## config.mk

```make
export PLATFORM = sky130hd
export DESIGN_NAME = two_road_traffic_light_fsm_core
export DESIGN_NICKNAME = d
export VERILOG_FILES = /design/src/hw/rtl/tlf_pkg.sv /design/src/hw/rtl/tlf_cfg_regs.sv /design/src/hw/rtl/tlf_step.sv /design/src/hw/rtl/two_road_traffic_light_fsm_core.sv
export SDC_FILE = /design/constraint.sdc
export NUM_CORES = 1
export LEC_CHECK = 0
export ABC_CLOCK_PERIOD_IN_PS = 6700
export BUFFER_PORTS_ARGS = -buffer_cell sky130_fd_sc_hd__buf_4
export CORE_MARGIN = 2
export CORE_UTILIZATION = 45
export DETAILED_ROUTE_END_ITERATION = 7
export GPL_TIMING_DRIVEN = 0
export PLACE_DENSITY = 0.78
export SLEW_MARGIN = 20
export SYNTH_ARGS = -nofsm -noshare
export SYNTH_HDL_FRONTEND = slang
export SYNTH_SLANG_ARGS = --single-unit
```

## constraint.sdc

```tcl
create_clock -name clk_i -period 6.7 [get_ports clk_i]
set_input_delay 0.335 -clock clk_i [delete_from_list [all_inputs] [get_ports clk_i]]
set_output_delay 0.335 -clock clk_i [all_outputs]
set_load 0.005 [all_outputs]
```

## src/hw/rtl/tlf_pkg.sv

```systemverilog
// Shared types, constants and helper functions for the two-road traffic light controller.
package tlf_pkg;

  localparam int unsigned CountW = 7;
  localparam int unsigned DigitW = 4;
  localparam int unsigned NumRegs = 7;
  localparam int unsigned AddrW = 5;
  localparam int unsigned DataW = 32;

  localparam logic [CountW-1:0] CountMax = 7'd99;

  localparam logic [2:0] RegPhaseAStart = 3'd0;
  localparam logic [2:0] RegPhaseAYellow = 3'd1;
  localparam logic [2:0] RegPhaseBStart = 3'd2;
  localparam logic [2:0] RegPhaseBYellow = 3'd3;
  localparam logic [2:0] RegTransStart = 3'd4;
  localparam logic [2:0] RegSouthStart = 3'd5;
  localparam logic [2:0] RegWestStart = 3'd6;

  localparam logic [CountW-1:0] RstPhaseAStart = 7'd23;
  localparam logic [CountW-1:0] RstPhaseAYellow = 7'd20;
  localparam logic [CountW-1:0] RstPhaseBStart = 7'd15;
  localparam logic [CountW-1:0] RstPhaseBYellow = 7'd12;
  localparam logic [CountW-1:0] RstTransStart = 7'd3;
  localparam logic [CountW-1:0] RstSouthStart = 7'd15;
  localparam logic [CountW-1:0] RstWestStart = 7'd23;

  // Reciprocal of ten scaled by 2**11, exact for values up to 179.
  localparam logic [7:0] RecipTen = 8'd205;
  localparam int unsigned RecipShift = 11;
  localparam logic [3:0] Ten = 4'd10;

  typedef struct packed {
    logic [CountW-1:0] phase_a_start;
    logic [CountW-1:0] phase_a_yellow_limit;
    logic [CountW-1:0] phase_b_start;
    logic [CountW-1:0] phase_b_yellow_limit;
    logic [CountW-1:0] transition_start;
    logic [CountW-1:0] south_green_start;
    logic [CountW-1:0] west_green_start;
  } cfg_t;

  typedef struct packed {
    logic road_one_red;
    logic road_one_yellow;
    logic road_one_green;
    logic road_two_red;
    logic road_two_yellow;
    logic road_two_green;
    logic [DigitW-1:0] tens_digit;
    logic [DigitW-1:0] units_digit;
  } res_t;

  function automatic logic [CountW-1:0] clamp99(input logic [CountW-1:0] v);
    clamp99 = (v > CountMax) ? CountMax : v;
  endfunction

  function automatic logic [DigitW-1:0] tens_of(input logic [CountW-1:0] v);
    logic [14:0] prod;
    prod = 15'(v) * 15'(RecipTen);
    tens_of = prod[14:RecipShift];
  endfunction

  function automatic logic [DigitW-1:0] units_of(input logic [CountW-1:0] v,
                                                 input logic [DigitW-1:0] t);
    logic [CountW-1:0] sub;
    sub = 7'(t) * 7'(Ten);
    units_of = DigitW'(v - sub);
  endfunction

endpackage

```

## src/hw/rtl/tlf_cfg_regs.sv

```systemverilog
// Configuration register file with an APB-style access port.
module tlf_cfg_regs
  import tlf_pkg::*;
(
  input  logic             clk_i,
  input  logic             rst_ni,
  input  logic             psel,
  input  logic             penable,
  input  logic             pwrite,
  input  logic [AddrW-1:0] paddr,
  input  logic [DataW-1:0] pwdata,
  output logic [DataW-1:0] prdata,
  output logic             pready,
  output cfg_t             cfg_o
);

  cfg_t cfg_q;
  logic [2:0] idx;
  logic wr_en;
  logic [CountW-1:0] wval;
  logic [CountW-1:0] rval;

  assign pready = 1'b1;
  assign idx = paddr[4:2];
  assign wr_en = psel && penable && pwrite;
  assign wval = pwdata[CountW-1:0];

  always_ff @(posedge clk_i or negedge rst_ni) begin
    if (!rst_ni) begin
      cfg_q.phase_a_start <= RstPhaseAStart;
      cfg_q.phase_a_yellow_limit <= RstPhaseAYellow;
      cfg_q.phase_b_start <= RstPhaseBStart;
      cfg_q.phase_b_yellow_limit <= RstPhaseBYellow;
      cfg_q.transition_start <= RstTransStart;
      cfg_q.south_green_start <= RstSouthStart;
      cfg_q.west_green_start <= RstWestStart;
    end else if (wr_en) begin
      unique case (idx)
        RegPhaseAStart:  cfg_q.phase_a_start <= wval;
        RegPhaseAYellow: cfg_q.phase_a_yellow_limit <= wval;
        RegPhaseBStart:  cfg_q.phase_b_start <= wval;
        RegPhaseBYellow: cfg_q.phase_b_yellow_limit <= wval;
        RegTransStart:   cfg_q.transition_start <= wval;
        RegSouthStart:   cfg_q.south_green_start <= wval;
        RegWestStart:    cfg_q.west_green_start <= wval;
        default: ;
      endcase
    end
  end

  always_comb begin
    unique case (idx)
      RegPhaseAStart:  rval = cfg_q.phase_a_start;
      RegPhaseAYellow: rval = cfg_q.phase_a_yellow_limit;
      RegPhaseBStart:  rval = cfg_q.phase_b_start;
      RegPhaseBYellow: rval = cfg_q.phase_b_yellow_limit;
      RegTransStart:   rval = cfg_q.transition_start;
      RegSouthStart:   rval = cfg_q.south_green_start;
      RegWestStart:    rval = cfg_q.west_green_start;
      default:         rval = '0;
    endcase
  end

  assign prdata = DataW'(rval);
  assign cfg_o = cfg_q;

endmodule

```

## src/hw/rtl/tlf_step.sv

```systemverilog
// Phase state machine that turns one tick into the lamp pattern and countdown digits.
module tlf_step
  import tlf_pkg::*;
(
  input  logic clk_i,
  input  logic rst_ni,
  input  logic advance_i,
  input  logic manual_request_i,
  input  logic manual_direction_i,
  input  cfg_t cfg_i,
  output res_t res_o
);

  typedef enum logic [1:0] {
    PhA,
    PhB,
    PhTrans,
    PhGreen
  } phase_e;

  phase_e phase_q, phase_d, ph;
  logic [CountW-1:0] count_q, count_d, cnt, start_val;
  logic dir_q, dir_d, dir;
  logic started_q, started_d, st;

  always_comb begin
    ph = phase_q;
    dir = dir_q;
    st = started_q;
    if ((phase_q == PhA || phase_q == PhB) && manual_request_i) begin
      ph = PhTrans;
      dir = manual_direction_i;
      st = 1'b0;
    end else if (phase_q == PhGreen && !manual_request_i) begin
      ph = PhA;
      st = 1'b0;
    end

    unique case (ph)
      PhA:     start_val = cfg_i.phase_a_start;
      PhB:     start_val = cfg_i.phase_b_start;
      PhTrans: start_val = cfg_i.transition_start;
      default: start_val = dir ? cfg_i.west_green_start : cfg_i.south_green_start;
    endcase
    cnt = st ? count_q : clamp99(start_val);

    res_o = '0;
    unique case (ph)
      PhA: begin
        if (cnt > cfg_i.phase_a_yellow_limit) begin
          res_o.road_one_yellow = 1'b1;
        end else begin
          res_o.road_one_green = 1'b1;
        end
        res_o.road_two_red = 1'b1;
      end
      PhB: begin
        res_o.road_one_red = 1'b1;
        if (cnt > cfg_i.phase_b_yellow_limit) begin
          res_o.road_two_yellow = 1'b1;
        end else begin
          res_o.road_two_green = 1'b1;
        end
      end
      PhTrans: begin
        res_o.road_one_yellow = 1'b1;
        res_o.road_two_yellow = 1'b1;
      end
      default: begin
        if (dir) begin
          res_o.road_one_green = 1'b1;
          res_o.road_two_red = 1'b1;
        end else begin
          res_o.road_one_red = 1'b1;
          res_o.road_two_green = 1'b1;
        end
      end
    endcase
    res_o.tens_digit = tens_of(cnt);
    res_o.units_digit = units_of(cnt, res_o.tens_digit);

    dir_d = dir;
    if (cnt == '0) begin
      unique case (ph)
        PhA:     phase_d = PhB;
        PhB:     phase_d = PhA;
        PhTrans: phase_d = PhGreen;
        default: phase_d = PhA;
      endcase
      count_d = cnt;
      started_d = 1'b0;
    end else begin
      phase_d = ph;
      count_d = cnt - 1'b1;
      started_d = 1'b1;
    end
  end

  always_ff @(posedge clk_i or negedge rst_ni) begin
    if (!rst_ni) begin
      phase_q <= PhA;
      count_q <= RstPhaseAStart;
      dir_q <= 1'b0;
      started_q <= 1'b0;
    end else if (advance_i) begin
      phase_q <= phase_d;
      count_q <= count_d;
      dir_q <= dir_d;
      started_q <= started_d;
    end
  end

endmodule

```

## src/hw/rtl/two_road_traffic_light_fsm_core.sv

```systemverilog
// Top level of the two-road traffic light controller: input register, step logic, result register.
//
//   Channel  Direction  Handshake                  Payload
//   in       in         in_valid_i / in_ready_o    manual_request_i, manual_direction_i
//   out      out        out_valid_o / out_ready_i  six lamps, tens_digit_o, units_digit_o
//   cfg      in         psel, penable, pready      paddr, pwdata, prdata
//
// Each tick beat passes through the input register and then the result register, and one
// beat can be accepted every cycle while the output is not stalled; the phase state updates
// as a beat moves from the input register into the result register. Reset loads the
// register defaults and starts phase A. When the output stalls, the result register and
// then the input register hold their beats and in_ready_o falls.
module two_road_traffic_light_fsm_core
  import tlf_pkg::*;
(
  input  logic             clk_i,
  input  logic             rst_ni,
  input  logic             in_valid_i,
  output logic             in_ready_o,
  input  logic             manual_request_i,
  input  logic             manual_direction_i,
  output logic             out_valid_o,
  input  logic             out_ready_i,
  output logic             road_one_red_o,
  output logic             road_one_yellow_o,
  output logic             road_one_green_o,
  output logic             road_two_red_o,
  output logic             road_two_yellow_o,
  output logic             road_two_green_o,
  output logic [DigitW-1:0] tens_digit_o,
  output logic [DigitW-1:0] units_digit_o,
  input  logic             psel,
  input  logic             penable,
  input  logic             pwrite,
  input  logic [AddrW-1:0] paddr,
  input  logic [DataW-1:0] pwdata,
  output logic [DataW-1:0] prdata,
  output logic             pready
);

  cfg_t cfg;
  res_t res, res_q;
  logic in_valid_q, req_q, dir_q, out_valid_q, advance;

  assign advance = in_valid_q && (!out_valid_q || out_ready_i);
  assign in_ready_o = !in_valid_q || advance;

  always_ff @(posedge clk_i or negedge rst_ni) begin
    if (!rst_ni) begin
      in_valid_q <= 1'b0;
      out_valid_q <= 1'b0;
    end else begin
      if (in_ready_o) begin
        in_valid_q <= in_valid_i;
      end
      if (advance) begin
        out_valid_q <= 1'b1;
      end else if (out_ready_i) begin
        out_valid_q <= 1'b0;
      end
    end
  end

  always_ff @(posedge clk_i) begin
    if (in_valid_i && in_ready_o) begin
      req_q <= manual_request_i;
      dir_q <= manual_direction_i;
    end
    if (advance) begin
      res_q <= res;
    end
  end

  tlf_cfg_regs u_regs (
    .clk_i   (clk_i),
    .rst_ni  (rst_ni),
    .psel    (psel),
    .penable (penable),
    .pwrite  (pwrite),
    .paddr   (paddr),
    .pwdata  (pwdata),
    .prdata  (prdata),
    .pready  (pready),
    .cfg_o   (cfg)
  );

  tlf_step u_step (
    .clk_i              (clk_i),
    .rst_ni             (rst_ni),
    .advance_i          (advance),
    .manual_request_i   (req_q),
    .manual_direction_i (dir_q),
    .cfg_i              (cfg),
    .res_o              (res)
  );

  assign out_valid_o = out_valid_q;
  assign road_one_red_o = res_q.road_one_red;
  assign road_one_yellow_o = res_q.road_one_yellow;
  assign road_one_green_o = res_q.road_one_green;
  assign road_two_red_o = res_q.road_two_red;
  assign road_two_yellow_o = res_q.road_two_yellow;
  assign road_two_green_o = res_q.road_two_green;
  assign tens_digit_o = res_q.tens_digit;
  assign units_digit_o = res_q.units_digit;

endmodule

```

==> impl_results.md <==
- Fin. Hold Viols: 0
- IO Pins: 95
- Total inserted antenna cells: 0
- Antenna-violating nets left: 0
- Area grow syn2layout: 17.9%
- Total grt overflow: 0
- CTS tree: done
- Fmax: 156 MHz
- Clock slew at reported path FFs: approximately 0.06 ns
- Starting density of the core: between 40% and 50%
- Wire length of the first global-routing pass: 22.6 mm
- Die width: 117 um
- Layout cells sized above 1: 29.7%
- Net count, final: 753
- GPL Wtd Cong: 0.966
- M1 GR Usage: 27.4%
- Die area: between 10000 and 15000 um2
- Routed via count: 4392
- Final period utilization: 95.7%
- Post-Syn Instances: between 500 and 600
- Clk Tree Root Cell: clkbuf_16
- Crit path max-delay family: adder cells
- Routed WL: 14.0 mm
- Area share of fa/ha/maj cells after synthesis: 15.3%
- Total CTS buffers: 9
- Simple-gate share of the synthesized area: 11.9%
- FP Rows: between 40 and 50
- Max Slew Vio Count: 0
- Port bufs: 39
- Crit-path cells: buf_2 > mux2i_1 > nor2_1 > nor3_2 > and4_1 > o221ai_1 > mux2i_4 > inv_1 > ha_1 > inv_1 > fa_1 > inv_1 > fa_1 > ha_1 > ha_1 > and3_1 > and3_1 > o211ai_1 > o21a_1 > or2b_1 > xnor2_1 > fa_1 > xnor2_1 > xnor3_1
- DR iter-0 viols: 255
- Insertion delay to the later sink of the worst-skew pair: 0.35 ns
- Critical path arrival: 6.50 ns
- Busiest grt layer: met2
- Largest family of logic cells by synthesized area: adder cells
- Vias per cell: 5.36
- Final setup skew: 0.0106 ns
- Met3 Use GR: 4.33%
- Vias in the first global route: 4421
- Clock buffer depth: 2
- Synthesized area: 5750 um2
- Finished Cell Area: between 6000 and 7000 um2
- Mux cell area share after synthesis: 12.8%
- CP max stage delay: approximately 0.46 ns
- Avg Cell Area, Syn: just over 10 um2
- Yosys warnings: 0
- WP depth: 24
- Status: complete, no violations
- Util after Layout: a little over half
- DP HPWL: 10.4 mm
- CP Buf/Inv Count: 4
- Hold Worst Slack: 0.0761 ns
- # setup viols final: 0
- Die Y: ~120 um
- WL/cell: 17.1 um
- Initial antenna violation count: 0
- Placeable Area: 12500 um2
- Total track usage: 21.8%
- Post-synth top cells: ha_1 (56), inv_1 (56), nand2_1 (45), mux2_2 (44), dfrtp_1 (36)
- Worst reg2reg path depth: 24
- Sequential-to-total area share from yosys stat: around 36%
- Final worst setup slack: approximately 0.29 ns
- Flops & latches, synth: ~80
- CP max FO: 10
- Met2 usage: 36.8%
- Main synth FF type: dfrtp_1
- Min cycle time layout: 6.41 ns
- Number of synthesized flops with an enable pin: 16
- Pin count of the biggest net entering global routing: 63
- Area post-placement: 6340 um2
- Drt first pass iters: 5
- XOR/XNOR share of the synthesized area: 2.40%
- Worst-Margin Slew: roughly 0.8 ns
- Num Clock Sinks: 78
- Worst slack at placement: -0.364 ns
- Critical path launch point type: flip-flop
- Synth area leaders: dfrtp_1 (16%), ha_1 (12%), dfstp_2 (12%), mux2_2 (8.6%), edfxtp_1 (8.4%)
- Post-route DRC: 0
- Max_cap viols: 0
- Slew headroom: 47.4%
- Worst Hold Class: primary input to async pin
- Critical path class: flip-flop to flip-flop
- Synth top area share: 15.7%
- FFs w/ async S/R, synth: 79.5%
- Crit-path slowest cell: fa_1
- Required time of the critical path: 6.78 ns
- Critical path endpoint category: flip-flop
- Synth cell types: 72
- H-Tree Depth: 3
- Dominant cell type by area after synthesis: dfrtp_1
- Synth Area in Compound Gates: 12.5%
[logic make-up after synthesis]
kind of cell / after synthesis
simple gates: 128
flops: 78
xor+xnor: 12
buf+inv: 105
other cells: 2
mux: 63
compound gates: 107
fa+ha+maj: 65
[final timing paths]
| path | startpoint | to | slack [ns] |
|---|---|---|---|
| setup / recovery | u_step.dir_q$_DFFE_PN0P_ | units_digit_o[3]$_DFFE_PP_ | 0.29 |
| hold / removal | rst_ni | u_regs.cfg_o[48]$_DFFE_PN0P_ | 0.08 |
| setup reg to reg | u_step.dir_q$_DFFE_PN0P_ | units_digit_o[3]$_DFFE_PP_ | 0.29 |
| hold reg to reg | u_step.count_q[0]$_DFFE_PN1P_ | u_step.count_q[0]$_DFFE_PN1P_ | 0.47 |
| max in group asynchronous | rst_ni | u_step.phase_q[0]$_DFFE_PN0P_ | 6.11 |
| min in group clk_i | manual_request_i | req_q$_DFFE_PP_ | 0.17 |
[placed cells by master, fill, tap and decap left out, types with 4 or more instances in the layout]
cell type and n:
o21ai_1 4, a22oi_1 5, o21a_1 9, nand2b_1 8, nor2_1 23, ha_1 56, mux2_2 44, clkbuf_16 9
a21oi_1 15, mux4_2 4, dfstp_2 26, o21ai_0 29, buf_4 75, o211ai_1 4, inv_1 55, nand3_1 6
clkbuf_1 14, nand4_1 4, mux2i_1 14, fa_1 9, conb_1 26, and3_1 4, xnor2_1 8, nor2b_1 10
and2_1 5, dfrtp_1 36, nand2_1 44, o22ai_1 6, edfxtp_1 16
[registers in the layout (all words and copies together) (netlist names), 2 cells and up]
name and cells:
tens_digit_o 4, u_regs.cfg_o 49, u_step.count_q 7, u_step.phase_q 2, units_digit_o 4
[routing by layer]
layer,up-vias,part of all wire (%),wire (um)
met5,-,0,0
met3,30,5.6,777
met4,0,3.2,442
met1,2145,40,5610
li1,2074,-,-
met2,143,51,7160
[metrics by stage]
| step | setup TNS, ns | instances |
|---|---|---|
| 3_5_place_dp | -0.516 | 795 |
| 4_1_cts | 0 | 811 |
| 2_1_floorplan | 0 | 584 |
| 6_report | 0 | 819 |
| 5_1_grt | -0.0385 | 819 |
| 3_3_place_gp | -0.200 | 795 |
[final cells by class]
type | instances | area (um2)
multi-input combinational | 401 | 3310
clock inverter | 4 | 55.1
inverter | 58 | 218
tap | 172 | 215
fill | 1085 | 5740
clock buffer | 12 | 256
buffer | 47 | 300
timing repair buffer | 47 | 353
sequential | 78 | 2060
[repair_timing]
action,in CTS,in global routing
cloned,0,0
buffers inserted,0,8
resized for setup,4,8
pin swaps,0,1
setup endpoints to repair,2,2
hold buffers,0,0
Power is left out: the tool's default activity adds up to more than one toggle a clock period on the data nets, which glitch-free logic cannot reach.
